## src/hdl/blhm_pkg.sv

```systemverilog
// ----------------------------------------------------------------------------
// blhm_pkg
// Shared types and constants for the battery level hysteresis monitor.
// ----------------------------------------------------------------------------
package blhm_pkg;

   localparam int AVG_DEPTH = 16;
   localparam int PTR_W     = $clog2(AVG_DEPTH);
   localparam int SAMPLE_W  = 12;
   localparam int SUM_W     = SAMPLE_W + PTR_W;
   localparam int MARGIN_W  = 8;
   localparam int CSR_IDX_W = 2;

   localparam logic [1:0] KIND_SAMPLE  = 2'd0;
   localparam logic [1:0] KIND_MEASURE = 2'd1;
   localparam logic [1:0] KIND_BLINK   = 2'd2;

   localparam logic [CSR_IDX_W-1:0] CSR_HALF_THR  = 2'd0;
   localparam logic [CSR_IDX_W-1:0] CSR_EMPTY_THR = 2'd1;
   localparam logic [CSR_IDX_W-1:0] CSR_ZERO_THR  = 2'd2;
   localparam logic [CSR_IDX_W-1:0] CSR_MARGIN    = 2'd3;

   localparam logic [SAMPLE_W-1:0] HALF_THR_RST  = 12'd2900;
   localparam logic [SAMPLE_W-1:0] EMPTY_THR_RST = 12'd2700;
   localparam logic [SAMPLE_W-1:0] ZERO_THR_RST  = 12'd2500;
   localparam logic [MARGIN_W-1:0] MARGIN_RST    = 8'd20;

   typedef enum logic [2:0] {
      LVL_CHARGING = 3'd0,
      LVL_FULL     = 3'd1,
      LVL_HALF     = 3'd2,
      LVL_EMPTY    = 3'd3,
      LVL_ZERO     = 3'd4
   } level_type;

   localparam logic [2:0] ICON_EMPTY   = 3'd3;
   localparam logic [2:0] ICON_NOTHING = 3'd4;

   typedef struct packed {
      logic [1:0]          kind;
      logic [SAMPLE_W-1:0] sample;
      logic                charging;
   } req_type;

   typedef struct packed {
      logic [2:0]          level;
      logic [2:0]          icon;
      logic [SAMPLE_W-1:0] mean;
   } rsp_type;

endpackage

```

## src/hdl/blhm_ram.sv

```systemverilog
// ----------------------------------------------------------------------------
// blhm_ram
// Generic single-write, single-read RAM with a registered read port.
// ----------------------------------------------------------------------------
module blhm_ram #(
   parameter int WIDTH = 8,
   parameter int DEPTH = 16
) (
   input  logic                     clock,
   input  logic                     wr_en,
   input  logic [$clog2(DEPTH)-1:0] wr_addr,
   input  logic [WIDTH-1:0]         wr_data,
   input  logic                     rd_en,
   input  logic [$clog2(DEPTH)-1:0] rd_addr,
   output logic [WIDTH-1:0]         rd_data
);

   logic [WIDTH-1:0] mem_ff [DEPTH];
   logic [WIDTH-1:0] rd_data_ff;

   always_ff @(posedge clock) begin
      if (wr_en) begin
         mem_ff[wr_addr] <= wr_data;
      end
      if (rd_en) begin
         rd_data_ff <= mem_ff[rd_addr];
      end
   end

   assign rd_data = rd_data_ff;

endmodule

```

## src/hdl/battery_level_hysteresis_monitor_core.sv

```systemverilog
// ----------------------------------------------------------------------------
// battery_level_hysteresis_monitor_core
// Moving-average battery gauge: sample ring in RAM, running sum, five-level
// hysteresis state and blinking zero icon.
// ----------------------------------------------------------------------------
// Path: req beat to stage 1 (ring RAM read), then update to rsp register.
// Throughput: one beat per cycle unless rsp_ready stalls the pipeline.
// Reset: synchronous; ring reads as zero through per-entry valid flops, so
// no clearing pass is needed and req is ready in the first cycle after reset.
// ----------------------------------------------------------------------------
module battery_level_hysteresis_monitor_core (
   input  logic                                clock,
   input  logic                                reset,
   input  logic                                req_valid,
   output logic                                req_ready,
   input  blhm_pkg::req_type                   req_data,
   output logic                                rsp_valid,
   input  logic                                rsp_ready,
   output blhm_pkg::rsp_type                   rsp_data,
   input  logic                                csr_we,
   input  logic [blhm_pkg::CSR_IDX_W-1:0]      csr_index,
   input  logic [blhm_pkg::SAMPLE_W-1:0]       csr_wdata
);

   localparam int SW = blhm_pkg::SAMPLE_W;
   localparam int PW = blhm_pkg::PTR_W;
   localparam int UW = blhm_pkg::SUM_W;

   logic [SW-1:0]                 half_thr_ff, empty_thr_ff, zero_thr_ff;
   logic [blhm_pkg::MARGIN_W-1:0] margin_ff;

   logic [PW-1:0]                 ptr_ff, ptr_in;
   logic                          s1_valid_ff;
   blhm_pkg::req_type             s1_item_ff;
   logic [PW-1:0]                 s1_ptr_ff;
   logic                          rsp_valid_ff;
   blhm_pkg::rsp_type             rsp_data_ff, rsp_data_in;

   logic [UW-1:0]                 sum_ff, sum_in;
   blhm_pkg::level_type           level_ff, level_in;
   logic                          blink_ff, blink_in;
   logic [2:0]                    icon_ff, icon_in;
   logic [blhm_pkg::AVG_DEPTH-1:0] ring_vld_ff;

   logic                          req_acc, s1_adv, is_sample, wr_en;
   logic [SW-1:0]                 ram_rdata, old_sample, mean_cur;
   logic [SW:0]                   rise_half, rise_empty, rise_zero, mean_x;

   // ---------------- configuration ----------------
   always_ff @(posedge clock) begin
      if (reset) begin
         half_thr_ff  <= blhm_pkg::HALF_THR_RST;
         empty_thr_ff <= blhm_pkg::EMPTY_THR_RST;
         zero_thr_ff  <= blhm_pkg::ZERO_THR_RST;
         margin_ff    <= blhm_pkg::MARGIN_RST;
      end else if (csr_we) begin
         case (csr_index)
            blhm_pkg::CSR_HALF_THR:  half_thr_ff  <= csr_wdata;
            blhm_pkg::CSR_EMPTY_THR: empty_thr_ff <= csr_wdata;
            blhm_pkg::CSR_ZERO_THR:  zero_thr_ff  <= csr_wdata;
            blhm_pkg::CSR_MARGIN:    margin_ff    <= csr_wdata[blhm_pkg::MARGIN_W-1:0];
            default: ;
         endcase
      end
   end

   // ---------------- handshake ----------------
   assign s1_adv    = s1_valid_ff && (!rsp_valid_ff || rsp_ready);
   assign req_ready = !s1_valid_ff || s1_adv;
   assign req_acc   = req_valid && req_ready;
   assign rsp_valid = rsp_valid_ff;
   assign rsp_data  = rsp_data_ff;

   assign ptr_in = (req_acc && req_data.kind == blhm_pkg::KIND_SAMPLE)
                   ? ptr_ff + PW'(1) : ptr_ff;

   // ---------------- ring memory ----------------
   assign is_sample = s1_item_ff.kind == blhm_pkg::KIND_SAMPLE;
   assign wr_en     = s1_adv && is_sample;

   blhm_ram #(
      .WIDTH (SW),
      .DEPTH (blhm_pkg::AVG_DEPTH)
   ) u_ring (
      .clock   (clock),
      .wr_en   (wr_en),
      .wr_addr (s1_ptr_ff),
      .wr_data (s1_item_ff.sample),
      .rd_en   (req_acc),
      .rd_addr (ptr_ff),
      .rd_data (ram_rdata)
   );

   assign old_sample = ring_vld_ff[s1_ptr_ff] ? ram_rdata : '0;

   // ---------------- update ----------------
   assign mean_cur   = sum_ff[PW +: SW];
   assign mean_x     = {1'b0, mean_cur};
   assign rise_half  = {1'b0, half_thr_ff}  + (SW+1)'(margin_ff);
   assign rise_empty = {1'b0, empty_thr_ff} + (SW+1)'(margin_ff);
   assign rise_zero  = {1'b0, zero_thr_ff}  + (SW+1)'(margin_ff);

   always_comb begin
      sum_in   = sum_ff;
      level_in = level_ff;
      blink_in = blink_ff;
      icon_in  = icon_ff;
      case (s1_item_ff.kind)
         blhm_pkg::KIND_SAMPLE: begin
            sum_in = sum_ff - UW'(old_sample) + UW'(s1_item_ff.sample);
         end
         blhm_pkg::KIND_MEASURE: begin
            if (s1_item_ff.charging) begin
               level_in = blhm_pkg::LVL_CHARGING;
            end else if (level_ff == blhm_pkg::LVL_FULL && mean_cur < half_thr_ff) begin
               level_in = blhm_pkg::LVL_HALF;
            end else if (level_ff == blhm_pkg::LVL_HALF && mean_cur < empty_thr_ff) begin
               level_in = blhm_pkg::LVL_EMPTY;
            end else if (level_ff == blhm_pkg::LVL_EMPTY && mean_cur < zero_thr_ff) begin
               level_in = blhm_pkg::LVL_ZERO;
            end else if (level_ff == blhm_pkg::LVL_ZERO && mean_x > rise_zero) begin
               level_in = blhm_pkg::LVL_EMPTY;
            end else if (level_ff == blhm_pkg::LVL_EMPTY && mean_x > rise_empty) begin
               level_in = blhm_pkg::LVL_HALF;
            end else if (level_ff == blhm_pkg::LVL_HALF && mean_x > rise_half) begin
               level_in = blhm_pkg::LVL_FULL;
            end else if (level_ff == blhm_pkg::LVL_CHARGING) begin
               level_in = blhm_pkg::LVL_ZERO;
            end
         end
         blhm_pkg::KIND_BLINK: begin
            if (level_ff == blhm_pkg::LVL_ZERO) begin
               icon_in  = blink_ff ? blhm_pkg::ICON_EMPTY : blhm_pkg::ICON_NOTHING;
               blink_in = !blink_ff;
            end else begin
               icon_in = level_ff;
            end
         end
         default: ;
      endcase
      rsp_data_in.level = level_in;
      rsp_data_in.icon  = icon_in;
      rsp_data_in.mean  = sum_in[PW +: SW];
   end

   // ---------------- registers ----------------
   always_ff @(posedge clock) begin
      if (reset) begin
         ptr_ff       <= '0;
         s1_valid_ff  <= 1'b0;
         rsp_valid_ff <= 1'b0;
         sum_ff       <= '0;
         level_ff     <= blhm_pkg::LVL_FULL;
         blink_ff     <= 1'b0;
         icon_ff      <= blhm_pkg::LVL_FULL;
         ring_vld_ff  <= '0;
      end else begin
         ptr_ff <= ptr_in;
         if (req_ready) begin
            s1_valid_ff <= req_acc;
         end
         if (s1_adv) begin
            rsp_valid_ff <= 1'b1;
            sum_ff       <= sum_in;
            level_ff     <= level_in;
            blink_ff     <= blink_in;
            icon_ff      <= icon_in;
         end else if (rsp_ready) begin
            rsp_valid_ff <= 1'b0;
         end
         if (wr_en) begin
            ring_vld_ff[s1_ptr_ff] <= 1'b1;
         end
      end
   end

   always_ff @(posedge clock) begin
      if (req_acc) begin
         s1_item_ff <= req_data;
         s1_ptr_ff  <= ptr_ff;
      end
      if (s1_adv) begin
         rsp_data_ff <= rsp_data_in;
      end
   end

   // ---------------- assertions ----------------
   a_s1_hold: assert property (@(posedge clock) disable iff (reset)
      s1_valid_ff && !s1_adv |=> s1_valid_ff && $stable(s1_item_ff))
      else $error("stage 1 item dropped while stalled");

   a_charge: assert property (@(posedge clock) disable iff (reset)
      s1_adv && s1_item_ff.kind == blhm_pkg::KIND_MEASURE && s1_item_ff.charging
      |=> level_ff == blhm_pkg::LVL_CHARGING)
      else $error("charging measure did not set charging level");

   a_blink_stable: assert property (@(posedge clock) disable iff (reset)
      !(s1_adv && s1_item_ff.kind == blhm_pkg::KIND_BLINK &&
        level_ff == blhm_pkg::LVL_ZERO) |=> $stable(blink_ff))
      else $error("blink phase changed outside a zero-level blink beat");

   a_sum_state: assert property (@(posedge clock) disable iff (reset)
      !s1_adv |=> $stable(sum_ff) && $stable(level_ff))
      else $error("state changed without a committed beat");

   a_ptr_step: assert property (@(posedge clock) disable iff (reset)
      req_acc && req_data.kind != blhm_pkg::KIND_SAMPLE |=> $stable(ptr_ff))
      else $error("ring pointer moved on a tick beat");

endmodule

```

## config.mk

```make
export PLATFORM = sky130hd
export DESIGN_NAME = battery_level_hysteresis_monitor_core
export DESIGN_NICKNAME = d
export VERILOG_FILES = /design/src/hdl/blhm_pkg.sv /design/src/hdl/blhm_ram.sv /design/src/hdl/battery_level_hysteresis_monitor_core.sv
export SDC_FILE = /design/constraint.sdc
export NUM_CORES = 1
export LEC_CHECK = 0
export ABC_AREA = 1
export BUFFER_PORTS_ARGS = -buffer_cell sky130_fd_sc_hd__buf_2
export CORE_MARGIN = 3
export CORE_UTILIZATION = 25
export DETAILED_ROUTE_END_ITERATION = 6
export SYNTH_ARGS = -nofsm -noshare
export SYNTH_HDL_FRONTEND = slang
export SYNTH_HIERARCHICAL = 1
export SYNTH_SLANG_ARGS = --single-unit
```

## constraint.sdc

```tcl
create_clock -name clock -period 3.6 [get_ports clock]
set_input_delay 0.72 -clock clock [delete_from_list [all_inputs] [get_ports clock]]
set_output_delay 0.72 -clock clock [all_outputs]
set_load 0.01 [all_outputs]
```

* Yosys cells after proc, flatten, opt, wreduce, memory -nomap -nowiden
Memory sizes are Yosys's and may differ from the RTL's. A register that Yosys moved wholly into a read port is not among the register bits.
Cells that the tools add are included.
** Word-level totals
- Bits in registers :: 126
- Bits in latches :: 0
- Memory bits (writable) :: 192
- Memory bits (read-only) :: 0
- Input port bits :: 34
- Output and inout bits :: 20
- Logic and storage cells :: 94
- Memories :: 1
** Memories
- u_ring.mem_ff :: words 16, width 12, rd ports 1, clocked after memory_dff 1, write ports 1, line blhm_ram.sv:18 : logic [WIDTH-1:0] mem_ff [DEPTH];
** Cells by class
- Add/sub/neg operators :: 6
- Multipliers :: 0
- Div/mod/pow operators :: 0
- Magnitude comparators :: 8
- Eq/ne operators :: 9
- Shift-type cells :: 0
- Multiplexer cells :: 22
- Bitwise logic cells :: 1
- Reductions and logical operators :: 27
** Operators with widths (count)
- $add 12x8->13 :: 3
- $gt 12x13->1 :: 3
- $lt 12x12->1 :: 3
- $mux 3 :: 12
- $add 16x12->16 :: 1
- $mux 16 :: 1
- $or 16x16->16 :: 1
- $sub 16x12->16 :: 1
- $mux 12 :: 1
- $logic_and 1x1->1 :: 11
- $reduce_and 2->1 :: 5
- $eq 2x2->1 const B :: 3
- $eq 3x2->1 const B :: 2
- $logic_not 2->1 :: 3
- $mux 1 :: 6
- $lt 4x5->1 const B :: 1
- $add 4x1->4 const B :: 1
- $bmux 1 s4 :: 1
- $demux 1 s4 :: 1
- $eq 2x1->1 const B :: 2
- $ge 4x1->1 const B :: 1
- $eq 3x1->1 const B :: 1
- $eq 3x3->1 const B :: 1
- $logic_not 1->1 :: 3
- 4 further kinds :: 5

* Longest topological paths before layout
Gate-level depths: netlist (run 1).
- Depth in word-level cells :: 11
- Mapped depth :: 27
- Gate-level depth less buffers :: 27

* Modules after synthesis
The synthesis (run 1) kept the hierarchy.
** By module, submodules not included
- blhm_ram :: times used 1, cells an instance 813, area an instance 8683.3 um^2, seq. area each 6125.9 um^2
- battery_level_hysteresis_monitor_core :: times used 1, cells an instance 1101, area an instance 8622.0 um^2, seq. area each 2892.8 um^2

* Worst setup path before layout (run 1)
No wires, ideal clock.
- Kind :: reg-to-reg
- Start :: reg s1_ptr_ff[0]
- End :: reg rsp_data_ff (netlist bit rsp_data[9]) (data pin)
- Setup time :: 0.264 ns
- Data arrival time :: 3.470 ns
- Required time :: 3.336 ns
- Slack :: -0.133 ns
- Cell stages (with the launch flop) :: 23
- Buffers on the path :: 1
- Clock period less this slack :: 3.733 ns
- Cells stage by stage :: edfxtp_1 -> inv_2 -> nor2_1 -> a22oi_1 -> nand3_1 -> a22o_1 -> a221oi_2 -> buf_6 -> nor2_1 -> fa_1 -> inv_1 -> ha_1 -> a21o_1 -> a21oi_2 -> o21ai_2 -> a21boi_2 -> o21ai_2 -> nand3_1 -> nand2_1 -> nand2_1 -> nand2_1 -> nand2_1 -> o21ai_0
** Between the ends
- Cells in the longest elaborated chain, start to end :: 6
** Ends and longest elaborated chain
- start: declaration :: line battery_level_hysteresis_monitor_core.sv:35 : logic [PW-1:0] s1_ptr_ff;
- start signal: assignment :: line battery_level_hysteresis_monitor_core.sv:180 : s1_ptr_ff <= ptr_ff;
- $bmux 1 s4 :: line battery_level_hysteresis_monitor_core.sv:94 : assign old_sample = ring_vld_ff[s1_ptr_ff] ? ram_rdata : '0;
- $mux 1 (not written as such) :: line battery_level_hysteresis_monitor_core.sv:94
- $mux 12 :: line battery_level_hysteresis_monitor_core.sv:94
- $sub 16x12->16 :: line battery_level_hysteresis_monitor_core.sv:110 : sum_in = sum_ff - UW'(old_sample) + UW'(s1_item_ff.sample);
- $add 16x12->16 :: line battery_level_hysteresis_monitor_core.sv:110
- $mux 16 :: line battery_level_hysteresis_monitor_core.sv:108 : case (s1_item_ff.kind)
- via sum_in[13] :: line battery_level_hysteresis_monitor_core.sv:39 : logic [UW-1:0] sum_ff, sum_in;
- end signal: assignment :: line battery_level_hysteresis_monitor_core.sv:183 : rsp_data_ff <= rsp_data_in;
- end: declaration :: line battery_level_hysteresis_monitor_core.sv:37 : blhm_pkg::rsp_type rsp_data_ff, rsp_data_in;
The timed path passes the listed nets, and every way through them passes these cells. The select of a mux whose other input is x is not followed.
A chain may end at the register's enable or synchronous reset.

* Worst setup path after layout (run 1)
- Start :: reg s1_ptr_ff[0]
- End :: reg sum_ff[15]
** Between the ends
- Cells in the longest elaborated chain, start to end :: 6
** Ends and longest elaborated chain
- $bmux 1 s4 :: line battery_level_hysteresis_monitor_core.sv:94
- $mux 1 (not written as such) :: line battery_level_hysteresis_monitor_core.sv:94
- $mux 12 :: line battery_level_hysteresis_monitor_core.sv:94
- $sub 16x12->16 :: line battery_level_hysteresis_monitor_core.sv:110
- $add 16x12->16 :: line battery_level_hysteresis_monitor_core.sv:110
- $mux 16 :: line battery_level_hysteresis_monitor_core.sv:108
- via sum_in[15] :: line battery_level_hysteresis_monitor_core.sv:39
- end signal: assignment :: line battery_level_hysteresis_monitor_core.sv:164 : sum_ff <= sum_in;
- end: declaration :: line battery_level_hysteresis_monitor_core.sv:39
The timed path passes the listed nets, and every way through them passes these cells. The select of a mux whose other input is x is not followed.

==> impl_metrics.tcl, run 1 <==
set metrics [dict create \
    rows 95 \
    cp_num_buf_inv 7 \
    yosys-mux-area-fraction 0 \
    maxCapViolations 0 \
    drcViolationCount 0 \
    numClockSinks 330 \
    synthToLayoutAreaGrowth_pct 17.34 \
    start_kind "register" \
    ys.flop_type "edfxtp_1" \
    synthAdderAreaFrac 0.09688 \
    clock_latency_ps 550 \
    yosys_warnings 6 \
    htree_levels 2 \
    skew_ps 17.59 \
    p_per_area_nw_per_um2 434.3 \
    core_um2 67870 \
    multi_input_area_um2 6863 \
    path_clk_slew_ps 60 \
    holdCritPathClass "input port to register" \
    r2r_cells 24 \
    viasPerCell 4.303 \
    num_antenna_cells 0 \
    maxSlewViolCount 0 \
    power.total_mw 8.819 \
    fillers 7074 \
    synth_nets 2073 \
    drtPass1Iterations 5 \
    synth_top_family_by_area "simple AND/OR/NAND/NOR gates" \
    die_height_um 269.1 \
    cts_buffers 35 \
    holdBufCountCts 0 \
    dpl.hpwl_um 28430 \
    place_congestion 0.8184 \
    grt_max_degree 100 \
    worstPathCellList "inv_2 -> nor2_2 -> a22oi_1 -> nand3_1 -> a22o_1 -> a221oi_2 -> buf_4 -> buf_12 -> nor2_1 -> fa_1 -> inv_2 -> ha_4 -> a21o_1 -> a21oi_2 -> o21ai_2 -> buf_4 -> buf_4 -> nand3_2 -> nand2_2 -> xor2_1 -> nand2_1 -> o21ai_2 -> o21ai_1 -> inv_1" \
    io-pin-count 54 \
    synth_area_um2 17310 \
    layout-drive-gt1-share 0.1149 \
    reg2reg_slack_ps -220 \
    p_leak_nw 8.952 \
    synth-edff-count 241 \
    fin_util 0.2992 \
    grt_usage 0.1126 \
    fp.dieW_um 269.1 \
    end_kind "register" \
    cts_tree "done" \
    synthCells 1914 \
    finalSetupViolations 14 \
    antenna_left 0 \
    min_period_ps 3817 \
    cts_root_buffer "clkbuf_16" \
    timing.final.ws_setup_ps -216.9 \
    final_hold_viol_count 0 \
    gr-usage-met3 0.01991 \
    worstSetupPathType "register to register" \
    clockBufferDepth 3 \
    path_common_cell "buf_4" \
    synthXorXnorAreaFrac 0.02126 \
    holdPathStages 1 \
    hold_start "req_data[3]" \
    grt_pass1_wl_um 66040 \
    layout.area.seq_um2 9027 \
    fin_crit_sh 1.060 \
    critPathTopFamily "compound AO/OA/AOI/OAI gates" \
    required_ps 4030 \
    routedWlPerCell_um 14.10 \
    overflow 0 \
    critPathMaxFanout 7 \
    maxSlewHeadroom 0.2682 \
    cp_data_arrival_time_ps 4250 \
    syn-mean-instance-area_um2 9.041 \
    seq_area_frac_synth 0.5211 \
    use_met1 0.1564 \
    wl_um 41950 \
    peakVddDrop_mv 0.3654 \
    drt_iter0_drc 875 \
    r2r-end "sum_ff[15]$_SDFFE_PP0P_" \
    placed_cell_area_um2 19060 \
    finalNetCount 2188 \
    yosysUniqueCellTypes 47 \
    holdPathEnd "s1_item_ff[3]$_DFFE_PP_" \
    violations "negative setup slack" \
    worst_pin_slew_ps 1096 \
    critPathSlowestCell "fa_1" \
    rsz0062_at_grt "yes" \
    met2_usage 0.1855 \
    numPortBuffers 53 \
    antenna_found_initial 0 \
    synthSimpleGateAreaFrac 0.1893 \
    synth_compound_area_frac 0.08062 \
    place_ws_ps -216.9 \
    die_area_um2 72410 \
    grt_pass1_vias 12147 \
    synthArstFlopShare 0 \
    busiest_layer "met2" \
    ys_ff_latch 330 \
    cp_slowest_stage_delay_ps 490 \
    fin_area_um2 20310 \
    whs_ps 349.4 \
    max_freq_mhz 262.0 \
    via_count 12800 \
    reg2reg_from "s1_ptr_ff[0]$_DFFE_PP_" \
    initial_utilization 0.2550 \
    status "finished, violations left" \
]
cell usage after synthesis, drive strengths merged, types with 4 or more instances:
master	n	area (um2)
xor2	30	262.8
nand3b	4	30.03
o21ai	71	374.1
edfxtp	241	7237
nand4	7	43.79
inv	333	1250
nor2	110	425.4
xnor2	12	105.1
a21oi	126	634.4
a22oi	4	30.03
nor3	21	121.4
nand2	435	1638
fa	15	300.3
buf	36	227.7
dfxtp	89	1782
nand3	197	996.0
ha	110	1376
clkbuf	24	90.09
a21boi	4	33.78
o211ai	23	172.7
cell families (layout without fill, tap and decap cells):
family,after synthesis,after routing
buf+inv,394,534
compound gates,246,246
simple gates,777,777
xor+xnor,42,42
fa+ha+maj,125,125
flops,330,330
layout make-up:
cell class              count  area share
clock buffers              47     0.04584
clock inverters            15    0.006593
flip-flops and latches    330      0.4446
well taps                 921     0.05675
multi-input cells        1190      0.3380
repair buffers            138     0.04652
inverters                 334     0.06174
timing repair:
action                                  in CTS  in global routing
endpoints found under the setup margin      15                 28
resized for setup                           11                 25
buffers inserted                             6                  4
pin swaps                                    3                 11
per-layer routing:
| layer | part of all wire | vias up |
|---|---|---|
| met2 | 0.46 | 248 |
| met3 | 0.051 | 39 |
| li1 | - | 6522 |
| met4 | 0.013 | 0 |
| met1 | 0.48 | 5991 |
| met5 | 0 | - |
per-stage QoR:
| stage | TNS (ps) | std cells |
|---|---|---|
| after floorplan | -61.98 | 1914 |
| after global placement | -529.1 | 2903 |
| after detailed placement | -1264 | 2903 |
| after CTS | -1150 | 2971 |
| after global routing | -6301 | 2975 |
| final | -1763 | 2975 |
cells in the final DEF, fill, tap and decap left out, types with 4 or more instances in the layout:
cell,count
nand3_1,191
clkbuf_1,11
ha_4,5
nand3b_1,4
o21ai_1,13
dfxtp_2,4
nor2_2,6
nand4_1,7
inv_1,328
buf_4,81
clkinv_1,9
a22oi_1,4
inv_2,5
a21oi_2,4
fa_1,14
nand2_1,430
o21ai_2,6
buf_2,53
nand3_2,6
nor2_1,104
clkbuf_16,35
nor3_1,18
a21oi_1,122
xnor2_1,11
nand2_2,5
ha_1,104
dfxtp_1,84
edfxtp_1,241
o21ai_0,52
o211ai_1,23
xor2_1,28
sequential cells by signal, indices dropped and copies added, names as in the netlist, 12 cells and up:
name	cells
rsp_data	18
u_ring/rd_data	12
half_thr_ff	12
zero_thr_ff	12
sum_ff	16
empty_thr_ff	12
s1_item_ff	15
u_ring/mem_ff	192
ring_vld_ff	16
how the worst max path moves through the flow:
stage                                 startpoint  cells after the start                      end  slack, ps
final                     s1_ptr_ff[0]$_DFFE_PP_                     24  sum_ff[15]$_SDFFE_PP0P_       -220
after global routing      s1_ptr_ff[0]$_DFFE_PP_                     24  sum_ff[15]$_SDFFE_PP0P_       -430
after CTS                 s1_ptr_ff[0]$_DFFE_PP_                     27  sum_ff[14]$_SDFFE_PP0P_       -160
after detailed placement  s1_ptr_ff[0]$_DFFE_PP_                     23    rsp_data[9]$_DFFE_PP_       -220
after global placement    s1_ptr_ff[0]$_DFFE_PP_                     23    rsp_data[9]$_DFFE_PP_       -160
after floorplan           s1_ptr_ff[0]$_DFFE_PP_                     22    rsp_data[9]$_DFFE_PP_        -60
where the power goes:
group          total, mW  leakage (nW)  internal, mW  switching, mW
Combinational       1.14          5.51         0.453          0.689
Sequential          4.24          2.93          4.17         0.0736
Clock               3.44         0.513          1.91           1.53
Power figures use the tool's default switching activity.
==> run 2, diff against run 1 <==
--- a/config.mk
+++ b/config.mk
@@ -5,7 +5,7 @@
 export SDC_FILE = /design/constraint.sdc
 export NUM_CORES = 1
 export LEC_CHECK = 0
-export ABC_AREA = 1
+export ABC_AREA = 0
 export BUFFER_PORTS_ARGS = -buffer_cell sky130_fd_sc_hd__buf_2
 export CORE_MARGIN = 3
 export CORE_UTILIZATION = 25
==> run 2 against run 1 <==
Net effect:
- the run still ends with negative setup slack left
- combinational power decreased by 6%
- clock power up 6.4%
- critical path depth fell by 11
- utilization rose by 1.5 points
- synthesized cell count down 31%
- critical path type unchanged
- critical endpoint is now sum_ff[14]$_SDFFE_PP0P_
- largest power group unchanged
==> impl_metrics.tcl, run 2 <==
set metrics [dict create \
    status "finished, violations left" \
    violations "negative setup slack" \
    via_count 10982 \
    start_kind "register" \
    critPathMaxFanout 6 \
    path_clk_slew_ps 60 \
    ys_ff_latch 330 \
    power.total_mw 8.963 \
    timing.final.ws_setup_ps -607.0 \
    viasPerCell 4.614 \
    regMostFlops "u_ring/mem_ff" \
    clock_latency_ps 550 \
    grt_max_degree 53 \
    synthToLayoutAreaGrowth_pct 24.30 \
    synth-edff-count 241 \
    antenna_found_initial 1 \
    end_kind "register" \
    layout.area.seq_um2 9027 \
    layout-drive-gt1-share 0.2603 \
    ys.flop_type "edfxtp_1" \
    max_freq_mhz 237.7 \
    peakVddDrop_mv 0.2703 \
    p_comb_frac 0.119 \
    yosys-top-cells-area "edfxtp_1 (44%), dfxtp_1 (11%), ha_1 (8.4%)" \
    place_congestion 0.8401 \
    fillers 6386 \
    synth_nets 1489 \
    drcViolationCount 0 \
    dp.cells 2296 \
    routedWlPerCell_um 16.64 \
    place_ws_ps -715.3 \
    rows 93 \
    die_height_um 261.6 \
    largest_reg_flops 192 \
    multi_input_area_um2 7383 \
    worstPathCellList "mux4_2 -> mux4_2 -> and2_4 -> fa_2 -> fa_2 -> and2b_1 -> o21ai_2 -> a21oi_4 -> o21ai_4 -> o31ai_4 -> a31oi_4 -> or4_4 -> o311ai_1" \
    yosys-top-cells-count "edfxtp_1 (241), nand2_1 (142), ha_1 (110), inv_1 (106), nor2_1 (100)" \
    worst_pin_slew_ps 1300 \
    holdCritPathClass "input port to register" \
    synth.most_common_cell "edfxtp_1" \
    finalSetupViolations 29 \
    reg2reg_from "s1_ptr_ff[0]$_DFFE_PP_" \
    critPathSlowestCell "mux4_2" \
    maxUsedRoutingLayer "met4" \
    required_ps 4030 \
    cts_buffers 35 \
    wl_met1_um 17810 \
    rsz0062_at_grt "yes" \
    dpl.hpwl_um 27730 \
    core_um2 64580 \
    mostFrequentLayoutCell "edfxtp_1" \
    final_hold_viol_count 0 \
    met3_length_um 1675 \
    critPathTopFamily "multiplexers" \
    p_int_mw 6.786 \
    num_antenna_cells 0 \
    p_clk_frac 0.408 \
    yosys_warnings 6 \
    antenna_left 0 \
    die_area_um2 68420 \
    min_period_ps 4207 \
    worstSetupPathType "register to register" \
    maxSlewViolCount 0 \
    drt_iter0_drc 729 \
    maxCapViolations 0 \
    synthArstFlopShare 0 \
    wl_um 39600 \
    grt_pass1_vias 11114 \
    numClockSinks 330 \
    fp.dieW_um 261.6 \
    fin_cells 2380 \
    holdBufCountCts 0 \
    seqPwrFrac 0.472 \
    maxSlewHeadroom 0.1303 \
    htree_levels 2 \
    finalNetCount 1658 \
    synthCells 1330 \
    drtPass1Iterations 5 \
    p_per_area_nw_per_um2 441.6 \
    cp_slowest_stage_delay_ps 570 \
    fin_crit_sh 1.169 \
    p_leak_nw 7.471 \
    cp_num_buf_inv 0 \
    dr_wl_met2_um 19350 \
    io-pin-count 54 \
    cp_data_arrival_time_ps 4640 \
    grt_pass1_wl_um 61390 \
    power.switching_mw 2.178 \
    hold_start "req_data[4]" \
    cts_root_buffer "clkbuf_16" \
    initial_utilization 0.2529 \
    yosysTopAreaCell "edfxtp_1" \
    grt_usage 0.1133 \
    numPortBuffers 53 \
    crit_path_start "s1_ptr_ff[0]$_DFFE_PP_" \
    syn-mean-instance-area_um2 12.28 \
    cts_tree "done" \
    yosysUniqueCellTypes 68 \
    skew_ps 23.38 \
    swShare 0.2430 \
    clockBufferDepth 3 \
    layout_common_cells "edfxtp_1 (241), nand2_1 (141), buf_4 (112), nor2_1 (95), ha_1 (94)" \
    synth_area_um2 16330 \
    fin_util 0.3143 \
    synth_top_area_frac 0.4432 \
    overflow 0 \
    seq_area_frac_synth 0.5523 \
]
run 2: routing by layer:
layer / global-route usage / vias up
met1: 0.1494 / 5480
met4: 0.02787 / 0
met2: 0.1942 / 208
met3: 0.01808 / 66
met5: 0 / -
li1: - / 5228
run 2: kinds of logic (layout without fill, tap and decap cells):
| kind of cell | Yosys count | count (layout) | share of synthesized area |
|---|---|---|---|
| adders and majority gates | 125 | 125 | 0.1027 |
| muxes | 56 | 56 | 0.07838 |
| DFF | 330 | 330 | 0.5523 |
| and+or+nand+nor | 372 | 372 | 0.1053 |
| buffers and inverters | 153 | 348 | 0.03846 |
| AOI/OAI and AO/OA | 248 | 248 | 0.09830 |
| xor gates and xnor gates | 46 | 46 | 0.02467 |
run 2: stage by stage:
step                      hold slack (ps)  TNS, ps  instance area (um2)
after floorplan                     431.5    -4529                16420
after global placement              442.4    -9938                18350
after detailed placement            449.9   -12190                18350
after CTS                           316.0    -9421                19980
after global routing                316.8   -14950                20300
final                               343.8    -9368                20300
run 2: power by group through the flow:
stage	sequential (mW)	combinational (mW)	clock (mW)
detailed placement	4.32	0.891	0
global placement	4.31	0.867	0
global route	4.25	1.18	3.92
floorplan	4.29	0.578	0
finish	4.23	1.07	3.66
CTS	4.24	1.00	3.77
run 2: repair_timing:
action                     CTS  global route
gates resized for setup     97            51
pin swaps                   53            45
buffers inserted            11            11
gates cloned                 0             0
setup endpoints to repair   30            31
run 2: cell type report:
| type | instances | area share |
|---|---|---|
| inverters | 106 | 0.01960 |
| repair buffers | 179 | 0.06269 |
| clock buffers | 46 | 0.04568 |
| flip-flops and latches | 330 | 0.4447 |
| well taps | 855 | 0.05270 |
| multi-input cells | 847 | 0.3637 |
| clock inverters | 17 | 0.01085 |
run 2: worst paths after layout:
check	depth (start not counted)	slack, ps	to
worst min register to register	2	460	ring_vld_ff[14]$_SDFFE_PP0P_
worst max-delay path	13	-610	sum_ff[14]$_SDFFE_PP0P_
worst min-delay path	1	340	s1_item_ff[4]$_DFFE_PP_
worst max register to register	13	-610	sum_ff[14]$_SDFFE_PP0P_
==> run 3, diff against run 2 <==
--- a/config.mk
+++ b/config.mk
@@ -7,6 +7,7 @@
 export LEC_CHECK = 0
 export ABC_AREA = 0
 export BUFFER_PORTS_ARGS = -buffer_cell sky130_fd_sc_hd__buf_2
+export CORE_ASPECT_RATIO = 0.8
 export CORE_MARGIN = 3
 export CORE_UTILIZATION = 25
 export DETAILED_ROUTE_END_ITERATION = 6
==> run 3 against run 2 <==
Net effect:
- the run still ends with negative setup slack left
- power is 4.4% higher
- utilization rose by 0.45 points
- fmax rose by 0.87%
- clock power up 11%
- clock skew down 4.0 ps
- combinational power barely moved
- critical endpoint unchanged
- highest routed layer is now met5
==> impl_metrics.tcl, run 3 (same netlist as run 2, synthesis figures left out) <==
set metrics [dict create \
    initial_utilization 0.2536 \
    grt_pass1_vias 11051 \
    dr_wl_met2_um 18600 \
    mostFrequentLayoutCell "edfxtp_1" \
    holdCritPathClass "input port to register" \
    layout-drive-gt1-share 0.2658 \
    drcViolationCount 0 \
    maxUsedRoutingLayer "met5" \
    crit_path_start "s1_ptr_ff[0]$_DFFE_PP_" \
    skew_ps 19.34 \
    num_antenna_cells 0 \
    maxSlewViolCount 0 \
    start_kind "register" \
    finalSetupViolations 29 \
    cts_tree "done" \
    io-pin-count 54 \
    drtPass1Iterations 5 \
    die_area_um2 68440 \
    holdPathStages 1 \
    die_height_um 234.6 \
    maxCapViolations 0 \
    viasPerCell 4.609 \
    overflow 0 \
    worstPathCellList "mux4_2 -> mux4_2 -> and2_4 -> fa_2 -> fa_2 -> and2b_1 -> o21ai_2 -> a21oi_4 -> o21ai_4 -> o31ai_4 -> a31oi_2 -> or4_4 -> o311ai_2" \
    numClockSinks 330 \
    maxSlewHeadroom 0.2675 \
    routedWlPerCell_um 17.43 \
    antenna_found_initial 1 \
    rows 83 \
    htree_levels 2 \
    finalNetCount 1674 \
    fillers 6404 \
    path_clk_slew_ps 60 \
    wl_um 41760 \
    critPathMaxFanout 5 \
    numPortBuffers 53 \
    antenna_left 0 \
    p_per_area_nw_per_um2 456.0 \
    holdBufCountCts 0 \
    min_period_ps 4171 \
    layout.area.seq_um2 9027 \
    p_leak_nw 7.649 \
    grt_pass1_wl_um 64740 \
    p_comb_frac 0.115 \
    cp_data_arrival_time_ps 4640 \
    peakVddDrop_mv 0.3631 \
    end_kind "register" \
    final_hold_viol_count 0 \
    synthToLayoutAreaGrowth_pct 25.69 \
    layout_common_cells "edfxtp_1 (241), nand2_1 (140), buf_4 (125), inv_1 (99), ha_1 (98)" \
    reg2reg_from "s1_ptr_ff[0]$_DFFE_PP_" \
    timing.final.ws_setup_ps -570.9 \
    multi_input_area_um2 7322 \
    p_int_mw 7.078 \
    cp_num_buf_inv 0 \
    worstSetupPathType "register to register" \
    hold_start "req_data[6]" \
    seqPwrFrac 0.452 \
    required_ps 4070 \
    regMostFlops "u_ring/mem_ff" \
    cp_slowest_stage_delay_ps 540 \
    power.switching_mw 2.281 \
    clockBufferDepth 3 \
    cts_buffers 39 \
    clock_latency_ps 570 \
    grt_max_degree 56 \
    cts_root_buffer "clkbuf_16" \
    grt_usage 0.1200 \
    r2r_cells 13 \
    largest_reg_flops 192 \
    critPathSlowestCell "mux4_2" \
    cp.depth 13 \
    fp.dieW_um 291.8 \
    holdPathEnd "s1_item_ff[6]$_DFFE_PP_" \
    placed_cell_area_um2 18460 \
    core_um2 64390 \
    via_count 11043 \
    wl_met1_um 20290 \
    status "finished, violations left" \
    fin_area_um2 20530 \
    worst_pin_slew_ps 1097 \
    violations "negative setup slack" \
    met3_length_um 2154 \
    p_clk_frac 0.433 \
    whs_ps 323.5 \
    swShare 0.2437 \
    fin_crit_sh 1.159 \
    place_ws_ps -743.5 \
    r2r-end "sum_ff[14]$_SDFFE_PP0P_" \
    dpl.hpwl_um 28530 \
    critPathTopFamily "multiplexers" \
    drt_iter0_drc 894 \
    place_congestion 0.8365 \
    reg2reg_slack_ps -570 \
    rsz0062_at_grt "yes" \
    max_freq_mhz 239.8 \
]
==> run 3: cell types whose count changed in the layout (fill, tap and decap cells not counted), moves of 4 or more <==
cell	delta
buf_4	+13
inv_1	+7
inv_2	-7
clkinv_2	+5
o21ai_1	-5
and2_1	+4
and2_4	-4
clkbuf_16	+4
ha_1	+4
ha_4	-4
==> run 3: layout make-up <==
class / count / area share
clock buffers: 51 / 0.05023
clock inverters: 21 / 0.01500
inverters: 106 / 0.01938
multi-input cells: 847 / 0.3567
flip-flops and latches: 330 / 0.4398
well taps: 850 / 0.05181
repair buffers: 191 / 0.06705
==> run 3: routing by layer <==
layer | vias up | track usage
met3 | 48 | 0.01862
met4 | 2 | 0.03130
met5 | - | 0
met1 | 5469 | 0.1755
li1 | 5262 | -
met2 | 262 | 0.1851
==> run 3: worst max path at each step <==
stage	end	slack (ps)
after floorplan	sum_ff[14]$_SDFFE_PP0P_	-540
after global placement	sum_ff[15]$_SDFFE_PP0P_	-670
after detailed placement	sum_ff[14]$_SDFFE_PP0P_	-740
after CTS	sum_ff[14]$_SDFFE_PP0P_	-630
after global routing	sum_ff[14]$_SDFFE_PP0P_	-780
final	sum_ff[14]$_SDFFE_PP0P_	-570
==> run 3: power groups by stage <==
stage | clock network (mW) | registers [mW] | logic [mW]
3_5_place_dp | 0 | 4.31 | 0.920
2_1_floorplan | 0 | 4.29 | 0.578
5_1_grt | 4.31 | 4.24 | 1.19
3_3_place_gp | 0 | 4.31 | 0.895
4_1_cts | 4.17 | 4.23 | 1.02
6_report | 4.05 | 4.23 | 1.07
==> run 3: repair_timing <==
action	4_1_cts	5_1_grt
setup buffers	18	8
gates resized for setup	74	52
pin swaps	41	59
setup endpoints to repair	30	31
==> run 3: through the flow <==
step / total power [mW] / std cells / util / setup TNS [ps]
after floorplan: 4.865 / 1330 / - / -4529
after global placement: 5.202 / 2303 / 0.2867 / -12130
after detailed placement: 5.230 / 2303 / 0.2867 / -14240
after CTS: 9.412 / 2390 / 0.3142 / -9356
after global routing: 9.744 / 2396 / 0.3188 / -14780
final: 9.359 / 2396 / 0.3188 / -8696
==> run 3: worst reg2reg max path, cell delays in order (launching register included) <==
cell	delay [ps]
edfxtp_1	470
mux4_2	540
mux4_2	540
and2_4	170
fa_2	440
fa_2	400
and2b_1	230
o21ai_2	90
a21oi_4	160
o21ai_4	80
o31ai_4	230
a31oi_2	140
or4_4	530
o311ai_2	80
